===== src/hdl/cpp_div.sv =====
// Pipelined restoring divider, one quotient bit per stage, optional trailing delay stages.
`timescale 1ns / 1ps
module cpp_div #(
  parameter int unsigned DEN_W  = 46,
  parameter int unsigned Q_W    = 21,
  parameter int unsigned STAGES = 40
) (
  input  logic                   clk_i,
  input  logic                   en_i,
  input  logic [DEN_W+Q_W-1:0]   num_i,   // must be below den_i << Q_W
  input  logic [DEN_W-1:0]       den_i,
  output logic [Q_W-1:0]         quo_o
);

  localparam int unsigned RemW = DEN_W + Q_W;

  logic [RemW-1:0]  rem_q [Q_W-1];
  logic [DEN_W-1:0] den_q [Q_W-1];
  logic [Q_W-1:0]   quo_q [STAGES];

  for (genvar i = 0; i < STAGES; i++) begin : g_stage
    logic [Q_W-1:0] quo_in;

    if (i == 0) begin : g_q0
      assign quo_in = '0;
    end else begin : g_qn
      assign quo_in = quo_q[i-1];
    end

    if (i < Q_W) begin : g_bit
      localparam int unsigned Bit = Q_W - 1 - i;
      logic [RemW-1:0]  rem_in;
      logic [RemW-1:0]  dsh;
      logic [DEN_W-1:0] den_in;
      logic             ge;
      logic [Q_W-1:0]   quo_d;

      if (i == 0) begin : g_first
        assign rem_in = num_i;
        assign den_in = den_i;
      end else begin : g_next
        assign rem_in = rem_q[i-1];
        assign den_in = den_q[i-1];
      end

      // trial subtract of the shifted divisor
      always_comb begin
        dsh        = RemW'(den_in) << Bit;
        ge         = (rem_in >= dsh);
        quo_d      = quo_in;
        quo_d[Bit] = ge;
      end

      always_ff @(posedge clk_i) begin
        if (en_i) begin
          quo_q[i] <= quo_d;
        end
      end

      // remainder and divisor travel on while bits remain
      if (i < Q_W - 1) begin : g_keep
        logic [RemW-1:0] rem_d;
        assign rem_d = ge ? (rem_in - dsh) : rem_in;
        always_ff @(posedge clk_i) begin
          if (en_i) begin
            rem_q[i] <= rem_d;
            den_q[i] <= den_in;
          end
        end
      end
    end else begin : g_hold
      always_ff @(posedge clk_i) begin
        if (en_i) begin
          quo_q[i] <= quo_in;
        end
      end
    end
  end

  assign quo_o = quo_q[STAGES-1];

endmodule

===== config.mk =====
export PLATFORM = sky130hd
export DESIGN_NAME = cpp_div
export DESIGN_NICKNAME = d
export VERILOG_FILES = /design/src/hdl/cpp_div.sv
export SDC_FILE = /design/constraint.sdc
export NUM_CORES = 2
export LEC_CHECK = 0
export ABC_CLOCK_PERIOD_IN_PS = 9400
export BUFFER_PORTS_ARGS = -buffer_cell sky130_fd_sc_hd__buf_4
export CAP_MARGIN = 20
export CORE_MARGIN = 2
export CORE_UTILIZATION = 40
export DETAILED_ROUTE_END_ITERATION = 12
export PLACE_DENSITY_LB_ADDON = 0.25
export RECOVER_POWER = 50
export SLEW_MARGIN = 20
export SYNTH_ARGS = -nofsm -noshare
export SYNTH_HDL_FRONTEND = slang
export SYNTH_SLANG_ARGS = --single-unit
export TNS_END_PERCENT = 10

===== constraint.sdc =====
create_clock -name clk_i -period 9.4 [get_ports clk_i]
set_input_delay 1.88 -clock clk_i [delete_from_list [all_inputs] [get_ports clk_i]]
set_output_delay 1.88 -clock clk_i [all_outputs]
set_load 0.01 [all_outputs]

Word-level counts from Yosys, hierarchy flattened. Memory sizes are Yosys's and may differ from the RTL's. Cells that the tools add are included.

$add $sub $neg: 20. Order comparisons: 21. Muxes and demuxes: 22.

Operators with widths (number): 67-bit two-way mux (20); 67-bit by 46-bit >= comparator with 1-bit output (1); 67-bit by 47-bit >= comparator with 1-bit output (1); 67-bit by 48-bit >= comparator with 1-bit output (1); 67-bit by 49-bit >= comparator with 1-bit output (1); 67-bit by 50-bit >= comparator with 1-bit output (1); 67-bit by 51-bit >= comparator with 1-bit output (1); 67-bit by 52-bit >= comparator with 1-bit output (1); 67-bit by 53-bit >= comparator with 1-bit output (1); 67-bit by 54-bit >= comparator with 1-bit output (1); 67-bit by 55-bit >= comparator with 1-bit output (1); 67-bit by 56-bit >= comparator with 1-bit output (1); 67-bit by 57-bit >= comparator with 1-bit output (1); 67-bit by 58-bit >= comparator with 1-bit output (1); 67-bit by 59-bit >= comparator with 1-bit output (1); 67-bit by 60-bit >= comparator with 1-bit output (1); 67-bit by 61-bit >= comparator with 1-bit output (1); 67-bit by 62-bit >= comparator with 1-bit output (1); 67-bit by 63-bit >= comparator with 1-bit output (1); 67-bit by 64-bit >= comparator with 1-bit output (1); 67-bit by 65-bit >= comparator with 1-bit output (1); 67-bit by 66-bit >= comparator with 1-bit output (1); 67-bit by 47-bit subtractor with 67-bit output (1); 67-bit by 48-bit subtractor with 67-bit output (1); 19 further kinds (20).

Register bits after elaboration: 0. Memory bits (writable): 3100. Output and inout bits: 21. Word-level logic and storage cells: 66. Memories: 3.

Memory list: rem_q (depth 20, width 67, read ports 20, clocked after memory_dff 0, write ports 20, RTL line 17) `logic [RemW-1:0] rem_q [Q_W-1];`; den_q (depth 20, width 46, read ports 20, clocked after memory_dff 0, write ports 20, RTL line 18) `logic [DEN_W-1:0] den_q [Q_W-1];`; quo_q (depth 40, width 21, read ports 40, clocked after memory_dff 0, write ports 40, RTL line 19) `logic [Q_W-1:0] quo_q [STAGES];`.

Logic depth before layout (Yosys ltp). An unclocked memory read counts as a cell.

Depth in word-level cells: 3. Mapped depth: 16. Gate-level depth less buffers: 15.

Least setup slack after synthesis. No wires, ideal clock.

Kind: input-to-reg. Start point: input port den_i[4]. End point: memory rem_q[0][66] (netlist name) (data pin). Library setup time: 0.258 ns. Arrival time: 4.516 ns. Setup slack: 4.626 ns. Cell stages on the path: 12. Buffers on the path: 0. Path through: inv_1 ha_1 nand4_1 a21oi_1 o21ai_0 o31a_1 o311a_1 a21oi_1 a21oi_1 or2_2 or3b_2 xnor2_1.

RTL lines: from (decl) (RTL line 11) `input logic [DEN_W-1:0] den_i,`; to (decl) (RTL line 17).

==> run_results.csv <==
group,metric,value,unit
global_route,grt_max_degree,161,
yosys,register_bit_total_from_synthesis,2890,
yosys,share_of_the_synthesized_netlist_area_taken_by_xor_and_xnor_gates,5.724,%
placed_design,place_congestion,0.9700,
yosys,synth_most_common_cell,"edfxtp_1",
global_route,global_route_wire_length_before_repair,584500,µm
critical_path,timing.critical_path.fanout_max,134,
yosys,yosys_most_used_dff,"edfxtp_1",
global_route,top_usage_layer,"met2",
global_route,grt_antenna_before_repair,2,
yosys,proportion_of_synthesized_flip_flops_having_asynchronous_set_or_reset,0,%
sta,grt_setup_unrepaired,"no",
placed_design,dpl.hpwl,288100,µm
routing,drtIter0Drc,5857,
yosys,synth_mux_area_share,1.047,%
global_route,globalRouteOverflowTotal,0,
floorplanning,dieWidth,632.3,µm
yosys,synth.top_cells.by_area,"edfxtp_1, ha_1, a21oi_1",
sta,transition_time_at_the_pin_with_the_least_slew_margin,6.038,ns
yosys,synth_compound_area_share,15.15,%
yosys,synth_area_per_cell,11.00,µm²
cts,clk-insertion-delay-late,0.95,ns
routing,post-route-drc-count,0,
cells_and_area,layout.nets,15550,
sta,skew,0.06148,ns
sta,final-max-slew-violation-count,1172,
yosys,syn_inst,14360,
yosys,mappedNetlistNets,15460,
cts,cts.sinks,2890,
floorplanning,floorplan.initialDensity,40.20,%
critical_path,end_kind,"flip-flop",
routing,drt_wirelength,374800,µm
global_route,grt_usage,18.38,%
yosys,dominant_combinational_cell_family_by_area_after_synthesis,"compound AO/OA/AOI/OAI gates",
sta,timing.fmax,0.1419,GHz
sta,timing.max_slew.rel_slack,-302.6,%
sta,final-setup-viol-count,0,
sta,final_tns_setup,0,ns
yosys,synth_top_area_share,54.95,%
yosys,synth.distinct_cells,88,
routing,wl_per_cell,18.81,µm
routing,drt-pass1-iter-count,6,
sta,timing_hold_violations_final,0,
cts,tritoncts,"yes",
yosys,synth-edff-count,2890,
floorplanning,rows,230,
critical_path,reg2reg_slack,3.88,ns
yosys,synthDominantAreaCellType,"edfxtp_1",
power_and_ir_drop,total_leakage_power,68.57,nW
routing,num_vias,105200,
global_route,grt_pass1_vias,107200,
floorplanning,fp.dieH,632.3,µm
cells_and_area,area_delta_synth_final,10.93,%
yosys,syn_area,157900,µm²
yosys,ys_warn_count,0,
sta,finalWorstSetupSlack,2.355,ns
hold_path,min-delay-path-class,"flip-flop to flip-flop",
critical_path,cp_data_required_time,9.93,ns
power_and_ir_drop,totalPowerFinal,55.24,mW
yosys,synth_adder_area_share,7.907,%
placed_design,port-buffer-count,135,
run,max_cap_violations,13,
sta,fin_worst_hold_slack,0.4005,ns
placed_design,post_dp_cell_area,164900,µm²
critical_path,timing.critical_path.from_type,"input pin",
cts,h-tree-depth,5,
routing,route.detailed.vias_per_inst,5.281,
global_route,met1_usage,19.05,%
run_status,run_status,"finished with violations",
yosys,synth_simple_gate_area_share,11.06,%
run_status,failing_checks,"max-capacitance violations, max-slew violations",
cts,hold_buffers_post_cts,0,
sta,portion_of_the_clock_cycle_consumed_by_the_worst_path_in_the_final_layout,74.95,%
cells_and_area,final_cell_area,175200,µm²
power_and_ir_drop,power_density_over_cell_area,315.3,nW/µm²
floorplanning,io_pins,136,
sta,finalWorstPathRequiredPeriod,7.045,ns
cells_and_area,drive_above_1_share,6.318,%
floorplanning,coreArea,392800,µm²
cts,cts_buffer_depth,4,
cts,clkSlewWorstSetupHoldPaths,0.06,ns
yosys,synth_top_cells_by_count,"edfxtp_1, a21oi_1, inv_1",
routing,postRouteAntennaNets,0,
critical_path,timing.setup.critical_path_class,"input pin to flip-flop",
placed_design,pre_cts_slack,3.406,ns
global_route,grtUsageMet3,1.811,%
power_and_ir_drop,max-vdd-ir-drop,0.1717,mV
cts,post-cts-setup-buffers,0,
global_route,groute.layer.met2.usage,34.50,%
yosys,synth_sequential_area_ratio,54.95,%
critical_path,cp_data_arrival_time,7.58,ns
cts,cts_resized,0,
cts,clock-root-buffer,"clkbuf_16",
floorplanning,die_area,399800,µm²
cts,cts_inserted_buffers,333,
-- metal layers --
layer / part of all wire [%] / vias to the layer above / wire, µm
met5: 0 / - / 0
met4: 8.0 / 0 / 30130
met3: 2.8 / 1020 / 10400
met2: 51 / 2097 / 192900
met1: 38 / 49210 / 141400
li1: - / 52900 / -
-- through the flow --
step	utilization (%)	cells
2_1_floorplan	-	14360
3_5_place_dp	41.98	19330
5_1_grt	44.60	19920
6_report	44.60	19930
4_1_cts	44.66	19920
3_3_place_gp	41.98	19330
-- critical path, cell delays in order --
cell             delay, ns
buf_16                0.42
clkdlybuf4s25_1       4.37
buf_12                0.41
-- layout by cell type (no fill, tap or decap), types with 337 or more instances in the layout --
cell type	Yosys	routed
edfxtp_1	2890	2890
a21oi_1	1367	1364
ha_1	966	966
nand2_1	1085	1083
o21ai_0	934	933
xor2_1	468	468
clkbuf_16	0	337
nor2_1	1012	1012
a21o_1	592	592
xnor2_1	564	564
inv_1	1247	1245
-- final cells by class --
cell class	count	area (µm²)
Inverter	1251	4696
Tap cell	5220	6531
Antenna cell	2	5.005
Timing Repair Buffer	245	1846
Sequential cell	2890	86780
Clock buffer	401	8673
Fill cell	36870	217600
Clock inverter	193	1821
Multi-Input combinational cell	9723	64820
-- final timing paths --
kind                 from             to  depth (start not counted)
max                  en_i   den_q[2][45]                          3
min          quo_q[9][17]   quo_q[9][38]                          0
max reg2reg   den_q[1][0]  rem_q[1][133]                         16
min reg2reg  quo_q[9][17]   quo_q[9][38]                          0
-- cell families after synthesis --
group | after synthesis
XOR/XNOR | 1032
AND/OR/NAND/NOR | 3651
multiplexers | 148
buffers and inverters | 1742
flip-flops | 2890
AO/OA/AOI/OAI | 3906
adder cells (fa/ha/maj) | 986
-- where the power goes --
group | switching (mW) | total [mW] | leakage [nW] | internal (mW)
combinational | 13.4 | 22.7 | 35.4 | 9.33
sequential | 1.69 | 20.0 | 28.0 | 18.3
clock | 5.23 | 12.5 | 5.10 | 7.26
-- registers in the layout, summed over array words and instances, names as in the netlist --
signal  count
rem_q    1340
den_q     920
quo_q     630
Note: power is estimated with default switching activity, not from simulation.
